`src/sv/ebm_pkg.sv`:
```
package ebm_pkg;

   // default sizes, handed down through the top level parameters
   localparam int RING_DEPTH_DEF  = 8;
   localparam int NUM_CLASSES_DEF = 3;

   localparam int CLASS_W = 2;
   localparam int TIME_W  = 32;
   localparam int COUNT_W = 32;

   // register file
   localparam int CSR_DATA_W = 32;
   localparam int CSR_ADDR_W = 4;

   typedef enum logic [1:0] {
      REG_BURST_WINDOW = 2'd0,
      REG_REPORT_GAP   = 2'd1,
      REG_HEAL_PRESET  = 2'd2
   } reg_index_type;

   typedef struct packed {
      logic [CLASS_W-1:0] error_class;
      logic [TIME_W-1:0]  event_time;
   } req_type;

   typedef struct packed {
      logic               report_issued;
      logic               heal_triggered;
      logic [COUNT_W-1:0] class_count;
   } rsp_type;

   // request after the front end has looked at it
   typedef struct packed {
      logic               class_ok;
      logic [CLASS_W-1:0] error_class;
      logic [TIME_W-1:0]  event_time;
   } job_type;

   typedef struct packed {
      logic [TIME_W-1:0] burst_window;
      logic [TIME_W-1:0] report_gap;
      logic              heal_preset;
   } cfg_type;

endpackage

```
`src/sv/ebm_csr.sv`:
```
module ebm_csr
   import ebm_pkg::*;
(
   input  logic                  clock,
   input  logic                  reset,
   input  logic                  csr_psel,
   input  logic                  csr_penable,
   input  logic                  csr_pwrite,
   input  logic [CSR_ADDR_W-1:0] csr_paddr,
   input  logic [CSR_DATA_W-1:0] csr_pwdata,
   output logic [CSR_DATA_W-1:0] csr_prdata,
   output logic                  csr_pready,
   output cfg_type               cfg
);

   cfg_type       cfg_ff;
   cfg_type       cfg_in;
   reg_index_type reg_idx;
   logic          wr_en;

   assign reg_idx    = reg_index_type'(csr_paddr[3:2]);
   assign wr_en      = csr_psel && csr_penable && csr_pwrite;
   assign csr_pready = 1'b1;
   assign cfg        = cfg_ff;

   always_comb begin
      cfg_in = cfg_ff;
      if (wr_en) begin
         unique case (reg_idx)
            REG_BURST_WINDOW: cfg_in.burst_window = csr_pwdata;
            REG_REPORT_GAP:   cfg_in.report_gap   = csr_pwdata;
            REG_HEAL_PRESET:  cfg_in.heal_preset  = csr_pwdata[0];
            default:          cfg_in = cfg_ff;
         endcase
      end
   end

   always_comb begin
      unique case (reg_idx)
         REG_BURST_WINDOW: csr_prdata = cfg_ff.burst_window;
         REG_REPORT_GAP:   csr_prdata = cfg_ff.report_gap;
         REG_HEAL_PRESET:  csr_prdata = {{(CSR_DATA_W-1){1'b0}}, cfg_ff.heal_preset};
         default:          csr_prdata = '0;
      endcase
   end

   always_ff @(posedge clock) begin
      if (reset) begin
         cfg_ff.burst_window <= TIME_W'(60);
         cfg_ff.report_gap   <= TIME_W'(3600);
         cfg_ff.heal_preset  <= 1'b0;
      end else begin
         cfg_ff <= cfg_in;
      end
   end

endmodule

```
`src/sv/ebm_front.sv`:
```
module ebm_front
   import ebm_pkg::*;
#(
   parameter int NUM_CLASSES = NUM_CLASSES_DEF
)
(
   input  logic    clock,
   input  logic    reset,
   input  logic    req_push,
   output logic    req_full,
   input  req_type req_data,
   output logic    job_valid,
   output job_type job,
   input  logic    job_pop
);

   job_type    q_ff [2];
   logic       wr_ptr_ff, wr_ptr_in;
   logic       rd_ptr_ff, rd_ptr_in;
   logic [1:0] cnt_ff, cnt_in;
   logic       push_ok;
   logic       pop_ok;
   job_type    new_job;

   assign req_full  = (cnt_ff == 2'd2);
   assign job_valid = (cnt_ff != 2'd0);
   assign job       = q_ff[rd_ptr_ff];
   assign push_ok   = req_push && !req_full;
   assign pop_ok    = job_pop && job_valid;

   // classes beyond the configured set are flagged here and pass through untouched
   always_comb begin
      new_job.class_ok    = (32'(req_data.error_class) < NUM_CLASSES);
      new_job.error_class = req_data.error_class;
      new_job.event_time  = req_data.event_time;
   end

   always_comb begin
      wr_ptr_in = push_ok ? ~wr_ptr_ff : wr_ptr_ff;
      rd_ptr_in = pop_ok  ? ~rd_ptr_ff : rd_ptr_ff;
      cnt_in    = cnt_ff + 2'(push_ok) - 2'(pop_ok);
   end

   always_ff @(posedge clock) begin
      if (push_ok) begin
         q_ff[wr_ptr_ff] <= new_job;
      end
   end

   always_ff @(posedge clock) begin
      if (reset) begin
         wr_ptr_ff <= 1'b0;
         rd_ptr_ff <= 1'b0;
         cnt_ff    <= 2'd0;
      end else begin
         wr_ptr_ff <= wr_ptr_in;
         rd_ptr_ff <= rd_ptr_in;
         cnt_ff    <= cnt_in;
      end
   end

endmodule

```
`src/sv/ebm_back.sv`:
```
module ebm_back
   import ebm_pkg::*;
#(
   parameter int RING_DEPTH  = RING_DEPTH_DEF,
   parameter int NUM_CLASSES = NUM_CLASSES_DEF
)
(
   input  logic    clock,
   input  logic    reset,
   input  cfg_type cfg,
   input  logic    job_valid,
   input  job_type job,
   output logic    job_pop,
   output logic    rsp_empty,
   input  logic    rsp_pop,
   output rsp_type rsp_data
);

   localparam int PTR_W   = (RING_DEPTH > 1) ? $clog2(RING_DEPTH) : 1;
   localparam int CLS_W   = (NUM_CLASSES > 1) ? $clog2(NUM_CLASSES) : 1;
   localparam int ENTRIES = NUM_CLASSES * RING_DEPTH;
   localparam int RAM_AW  = (ENTRIES > 1) ? $clog2(ENTRIES) : 1;

   typedef enum logic {
      S_IDLE,
      S_FINISH
   } state_type;

   state_type state_ff;

   // per class state
   logic [COUNT_W-1:0] count_ff [NUM_CLASSES];
   logic [PTR_W-1:0]   ptr_ff   [NUM_CLASSES];
   logic [TIME_W-1:0]  last_ff  [NUM_CLASSES];
   logic               full_ff  [NUM_CLASSES];
   logic               heal_done_ff;

   // timestamp rings, all classes in one memory
   logic [TIME_W-1:0] ring_mem [ENTRIES];
   logic [TIME_W-1:0] ring_rd_ff;

   // held between the two steps
   logic               report_ff;
   logic [COUNT_W-1:0] res_count_ff;
   logic               oldest_ok_ff;
   logic [TIME_W-1:0]  time_ff;

   // result queue
   rsp_type    out_q_ff [2];
   logic       out_wr_ff;
   logic       out_rd_ff;
   logic [1:0] out_cnt_ff;
   logic       out_push;
   logic       out_pop;
   rsp_type    out_item;

   logic               take;
   logic [CLS_W-1:0]   cls_idx;
   logic [COUNT_W-1:0] cnt_cur, cnt_nxt;
   logic [PTR_W-1:0]   ptr_cur, ptr_nxt;
   logic [TIME_W-1:0]  last_cur;
   logic               full_nxt;
   logic               recent;
   logic               report;
   logic [RAM_AW-1:0]  base_addr;
   logic [RAM_AW-1:0]  wr_addr;
   logic [RAM_AW-1:0]  rd_addr;
   logic               heal;

   assign take    = (state_ff == S_IDLE) && job_valid && (out_cnt_ff != 2'd2);
   assign job_pop = take;

   assign cls_idx  = CLS_W'(job.error_class);
   assign cnt_cur  = count_ff[cls_idx];
   assign ptr_cur  = ptr_ff[cls_idx];
   assign last_cur = last_ff[cls_idx];

   always_comb begin
      cnt_nxt = cnt_cur + COUNT_W'(1);
      // slot follows count mod depth, also across the 32-bit wrap
      if (cnt_nxt == '0) begin
         ptr_nxt = '0;
      end else if (ptr_cur == PTR_W'(RING_DEPTH - 1)) begin
         ptr_nxt = '0;
      end else begin
         ptr_nxt = ptr_cur + PTR_W'(1);
      end
      // slot about to be reused has been written once the ring has gone round
      full_nxt = full_ff[cls_idx] || (ptr_cur == PTR_W'(RING_DEPTH - 1));
   end

   always_comb begin
      recent = (last_cur != '0) &&
               ((job.event_time < last_cur) ||
                ((job.event_time - last_cur) < cfg.report_gap));
      report = !recent && !((job.error_class == '0) && (job.event_time == '0));
   end

   assign base_addr = RAM_AW'(cls_idx) * RAM_AW'(RING_DEPTH);
   assign wr_addr   = base_addr + RAM_AW'(ptr_cur);
   assign rd_addr   = base_addr + RAM_AW'(ptr_nxt);

   always_ff @(posedge clock) begin
      if (take && job.class_ok) begin
         ring_mem[wr_addr] <= job.event_time;
      end
      ring_rd_ff <= ring_mem[rd_addr];
   end

   always_comb begin
      heal = oldest_ok_ff && (ring_rd_ff != '0) && (time_ff != '0) &&
             ((time_ff < ring_rd_ff) || ((time_ff - ring_rd_ff) <= cfg.burst_window)) &&
             !cfg.heal_preset && !heal_done_ff;
      out_item.report_issued  = report_ff;
      out_item.heal_triggered = heal;
      out_item.class_count    = res_count_ff;
   end

   assign out_push  = (state_ff == S_FINISH);
   assign out_pop   = rsp_pop && (out_cnt_ff != 2'd0);
   assign rsp_empty = (out_cnt_ff == 2'd0);
   assign rsp_data  = out_q_ff[out_rd_ff];

   always_ff @(posedge clock) begin
      if (take) begin
         report_ff    <= job.class_ok && report;
         res_count_ff <= job.class_ok ? cnt_nxt : '0;
         oldest_ok_ff <= job.class_ok && full_nxt;
         time_ff      <= job.event_time;
      end
      if (out_push) begin
         out_q_ff[out_wr_ff] <= out_item;
      end
   end

   always_ff @(posedge clock) begin
      if (reset) begin
         state_ff     <= S_IDLE;
         heal_done_ff <= 1'b0;
         out_wr_ff    <= 1'b0;
         out_rd_ff    <= 1'b0;
         out_cnt_ff   <= 2'd0;
         for (int i = 0; i < NUM_CLASSES; i++) begin
            count_ff[i] <= '0;
            ptr_ff[i]   <= '0;
            last_ff[i]  <= '0;
            full_ff[i]  <= 1'b0;
         end
      end else begin
         unique case (state_ff)
            S_IDLE: begin
               if (take) begin
                  state_ff <= S_FINISH;
                  if (job.class_ok) begin
                     count_ff[cls_idx] <= cnt_nxt;
                     ptr_ff[cls_idx]   <= ptr_nxt;
                     full_ff[cls_idx]  <= full_nxt;
                     if (report) begin
                        last_ff[cls_idx] <= job.event_time;
                     end
                  end
               end
            end
            S_FINISH: begin
               state_ff <= S_IDLE;
               if (heal) begin
                  heal_done_ff <= 1'b1;
               end
            end
            default: state_ff <= S_IDLE;
         endcase
         if (out_push) begin
            out_wr_ff <= ~out_wr_ff;
         end
         if (out_pop) begin
            out_rd_ff <= ~out_rd_ff;
         end
         out_cnt_ff <= out_cnt_ff + 2'(out_push) - 2'(out_pop);
      end
   end

endmodule

```
`src/sv/error_burst_monitor.sv`:
```
// channel   direction  handshake               payload
// req       in         req_push / req_full     req_data    (error_class, event_time)
// rsp       out        rsp_empty / rsp_pop     rsp_data    (report_issued, heal_triggered,
//                                                            class_count)
// csr       in/out     apb, csr_pready tied 1  csr_paddr / csr_pwdata / csr_prdata
//
// each request passes through two back-end steps: the first updates the class counters
// and writes the ring slot while the oldest slot is read, the second decides on healing
// from the registered read data; a new request is taken only after the last one is done
// reset is synchronous; no clearing pass, ring slots count as empty until the
// class ring has gone round once, so the block takes requests right after reset
// a 2-entry request queue and a 2-entry result queue let either side stall alone
module error_burst_monitor
   import ebm_pkg::*;
#(
   parameter int RING_DEPTH  = RING_DEPTH_DEF,
   parameter int NUM_CLASSES = NUM_CLASSES_DEF
)
(
   input  logic                  clock,
   input  logic                  reset,
   // request channel
   input  logic                  req_push,
   output logic                  req_full,
   input  req_type               req_data,
   // result channel
   output logic                  rsp_empty,
   input  logic                  rsp_pop,
   output rsp_type               rsp_data,
   // register port
   input  logic                  csr_psel,
   input  logic                  csr_penable,
   input  logic                  csr_pwrite,
   input  logic [CSR_ADDR_W-1:0] csr_paddr,
   input  logic [CSR_DATA_W-1:0] csr_pwdata,
   output logic [CSR_DATA_W-1:0] csr_prdata,
   output logic                  csr_pready
);

   cfg_type cfg;
   logic    job_valid;
   job_type job;
   logic    job_pop;

   // burst window, report gap and heal preset
   ebm_csr u_csr (
      .clock       (clock),
      .reset       (reset),
      .csr_psel    (csr_psel),
      .csr_penable (csr_penable),
      .csr_pwrite  (csr_pwrite),
      .csr_paddr   (csr_paddr),
      .csr_pwdata  (csr_pwdata),
      .csr_prdata  (csr_prdata),
      .csr_pready  (csr_pready),
      .cfg         (cfg)
   );

   // front end: accepts requests, flags unknown classes, queues them
   ebm_front #(
      .NUM_CLASSES (NUM_CLASSES)
   ) u_front (
      .clock     (clock),
      .reset     (reset),
      .req_push  (req_push),
      .req_full  (req_full),
      .req_data  (req_data),
      .job_valid (job_valid),
      .job       (job),
      .job_pop   (job_pop)
   );

   // back end: per class counters, timestamp rings, report and heal decision
   ebm_back #(
      .RING_DEPTH  (RING_DEPTH),
      .NUM_CLASSES (NUM_CLASSES)
   ) u_back (
      .clock     (clock),
      .reset     (reset),
      .cfg       (cfg),
      .job_valid (job_valid),
      .job       (job),
      .job_pop   (job_pop),
      .rsp_empty (rsp_empty),
      .rsp_pop   (rsp_pop),
      .rsp_data  (rsp_data)
   );

endmodule
```
`config.mk`:
```
export PLATFORM = sky130hd
export DESIGN_NAME = error_burst_monitor
export DESIGN_NICKNAME = d
export VERILOG_FILES = /design/src/sv/ebm_pkg.sv /design/src/sv/ebm_csr.sv /design/src/sv/ebm_front.sv /design/src/sv/ebm_back.sv /design/src/sv/error_burst_monitor.sv
export SDC_FILE = /design/constraint.sdc
export NUM_CORES = 2
export LEC_CHECK = 0
export BUFFER_PORTS_ARGS = -buffer_cell sky130_fd_sc_hd__buf_4
export CORE_UTILIZATION = 49
export CTS_CLUSTER_DIAMETER = 100
export DETAILED_ROUTE_END_ITERATION = 10
export HOLD_SLACK_MARGIN = 0.15
export PLACE_DENSITY = 0.72
export SLEW_MARGIN = 20
export SYNTH_ARGS = -nofsm -noshare
export SYNTH_HDL_FRONTEND = slang
export SYNTH_HIERARCHICAL = 1
export SYNTH_SLANG_ARGS = --single-unit
```
`constraint.sdc`:
```
create_clock -name clock -period 30.3 [get_ports clock]
set_clock_uncertainty 0.05 [all_clocks]
set_input_delay 4.545 -clock clock [delete_from_list [all_inputs] [get_ports clock]]
set_output_delay 4.545 -clock clock [all_outputs]
set_load 0.005 [all_outputs]
```
==> impl_metrics.tcl <==
set metrics [dict create \
    grt_pass1_wl_um 231000 \
    p_sw_w 0.00290 \
    synth.net_count 4684 \
    io_pins 146 \
    nets 4827 \
    drc 0 \
    overflow 0 \
    ant_nets 0 \
    peakVddDrop_v 0.0000819 \
    cts_buffer_depth 3 \
    die_width_um 350 \
    crit_chain "buf_4, mux2i_1, o21ai_0, buf_4" \
    drive_above_1_share 0.141 \
    routedWlPerCell_um 25.0 \
    power_per_cell_area_mw_per_mm2 109 \
    vias_per_cell 5.97 \
    avgSynthCellArea_um2 13.3 \
    antenna_found_initial 4 \
    grt_start_max_net_pins 153 \
    cp_slowest_stage_delay_ns 0.50 \
    max_cap_viol_count 0 \
    dp_hpwl_um 96700 \
    final_cell_area_mm2 0.0669 \
    pwr-share-clk 0.223 \
    std_cell_rows 127 \
    final_cell_mix "1,244 x edfxtp_1, 466 x nand2_1, 280 x nor2_1, 250 x a21oi_1, 235 x buf_4" \
    die_area_mm2 0.123 \
    startpoint_type "primary input" \
    vias 37800 \
    final_cells 6333 \
    worstSetupPathType "in2out" \
    area_delta_synth_final_pct 12.7 \
    critPathTopFamily "buffers and inverters" \
    switching_share 0.398 \
    grt_util_all_layers 0.256 \
    numCtsBuffers 135 \
    clock_sinks 1353 \
    synth_edf_count 1244 \
    ctsResizeCount 0 \
    first_pass_iters 8 \
    p_seq_frac 0.344 \
    initial_utilization 0.495 \
    h-tree-depth 4 \
    min_path_type "reg2reg" \
    tightest_slew_ns 1.12 \
    status "finished, final reports clean" \
    clkLatencyLatePin_ns 0.76 \
    max_freq_ghz 0.0977 \
    place_inst 6080 \
    fin_crit_sh 0.338 \
    cts_tree "built" \
    p_int_w 0.00439 \
    leakage_nw 23.9 \
    cp_max_fo 37 \
    crit_path_end_kind "primary output" \
    synthCells 4466 \
    cp.arrival_ns 5.64 \
    hold_viol 0 \
    die_height_um 350 \
    totalWireLength_um 159000 \
    final_common_cell "edfxtp_1" \
    root_buffer "clkbuf_16" \
    rsz0062_at_grt "no" \
    postCtsSetupBuffers 0 \
    finalMaxSlewViolations 0 \
    setup_viol 0 \
    gp_congestion 0.923 \
    crit_slowest_cell "buf_4" \
    combPwrFrac 0.433 \
    placeableCoreArea_mm2 0.120 \
    multi_input_area_mm2 0.0182 \
    async_flop_share 0 \
    synth-seq-area-share 0.666 \
    required_ns 25.70 \
    synth.distinct_cells 87 \
    rrSetupSlack_ns 21.17 \
    yosys_register_bits 1353 \
    tns_ns 0 \
    portBuffers 142 \
    path_buf_inv 2 \
    fillers 9430 \
    seqCellArea_mm2 0.0395 \
    relSlewSlack 0.245 \
    clk_pin_slew_worst_paths_ns 0.06 \
    cts_hold_buf 0 \
    postPlaceCellArea_mm2 0.0625 \
    netlist_area_mm2 0.0593 \
    dr.first_iter.drc_count 4297 \
    grt_pass1_vias 35900 \
    crit_top_cell "buf_4" \
    ys_warn_count 6 \
    synth_flop_cell "edfxtp_1" \
    min_period_ns 10.24 \
]
-- per-layer routing --
metal | global-route usage | up-vias | routed length [µm]
li1 | - | 16900 | -
met5 | 0 | - | 118
met4 | 0.125 | 8 | 7980
met2 | 0.390 | 1839 | 71700
met3 | 0.0579 | 363 | 15600
met1 | 0.346 | 18700 | 63200
-- power groups by stage --
stage / clock network, W / logic (W) / registers [W]
3_5_place_dp: 0 / 0.00309 / 0.00254
5_1_grt: 0.00171 / 0.00343 / 0.00252
2_1_floorplan: 0 / 0.00209 / 0.00249
6_report: 0.00162 / 0.00316 / 0.00251
4_1_cts: 0.00164 / 0.00311 / 0.00250
3_3_place_gp: 0 / 0.00303 / 0.00253
-- registers in the layout (all words and copies together), names as in the netlist, 2 cells and up, named ones only --
name	flops
u_back/count_ff	128
u_back/full_ff	4
u_back/last_ff	128
u_back/out_cnt_ff	2
u_back/out_q_ff	68
u_back/ptr_ff	12
u_back/res_count_ff	32
u_back/ring_mem	768
u_back/ring_rd_ff	32
u_back/time_ff	32
u_csr/cfg	65
u_front/cnt_ff	2
u_front/q_ff	70
-- through the flow --
step / power, W / hold slack, ns / setup slack, ns / util
after floorplan: 0.00458 / 0.371 / 20.51 / -
after global placement: 0.00557 / 0.375 / 20.04 / 0.520
after detailed placement: 0.00564 / 0.385 / 20.03 / 0.521
final: 0.00730 / 0.402 / 20.06 / 0.558
after CTS: 0.00726 / 0.400 / 20.02 / 0.557
after global routing: 0.00766 / 0.403 / 20.00 / 0.558
-- logic make-up (layout without fill, tap and decap cells) --
kind of cell	count (synthesis)	after routing	share of synthesized area
flops	1353	1353	0.666
simple gates	1339	1339	0.109
compound gates	775	775	0.0832
buf+inv	465	718	0.0317
mux	304	304	0.0673
fa+ha+maj	141	141	0.0300
xor+xnor	88	88	0.0130
other cells	1	3	0.0000632
-- path summary, 6_finish.rpt --
path | startpoint | cells after the start | endpoint
worst max-delay path | csr_paddr[2] | 4 | csr_prdata[0]
worst min-delay path | u_back/res_count_ff[28]$_SDFFCE_PN0P_ | 0 | u_back/out_q_ff[0][28]$_DFFE_PP_
worst max register to register | flip-flop | 28 | u_back/last_ff[0][28]$_SDFFCE_PN0P_
worst min register to register | u_back/res_count_ff[28]$_SDFFCE_PN0P_ | 0 | u_back/out_q_ff[0][28]$_DFFE_PP_
-- area by class of cell --
cell class | instances | area share
repair buffers | 244 | 0.0294
diodes | 2 | 0.0000748
inverters | 227 | 0.0127
flip-flops and latches | 1353 | 0.591
clock inverters | 63 | 0.00870
clock buffers | 184 | 0.0554
multi-input cells | 2648 | 0.272
well taps | 1612 | 0.0302
-- synthesized netlist by cell type, drive strengths merged, types with 50 or more instances --
library cell / count / area, µm²
clkbuf: 185 / 694
a21oi: 250 / 1250
nand3: 87 / 465
inv: 227 / 852
nand2b: 103 / 647
mux2: 70 / 788
a211oi: 74 / 556
o21ai: 135 / 676
nand2: 472 / 1780
mux4: 69 / 1550
and2: 116 / 728
dfxtp: 109 / 2180
edfxtp: 1244 / 37400
xnor2: 59 / 517
nor2: 302 / 1140
a31oi: 69 / 432
ha: 139 / 1740
a21o: 50 / 375
buf: 53 / 334
mux2i: 165 / 1650
Note: power is estimated with default switching activity, not from simulation.
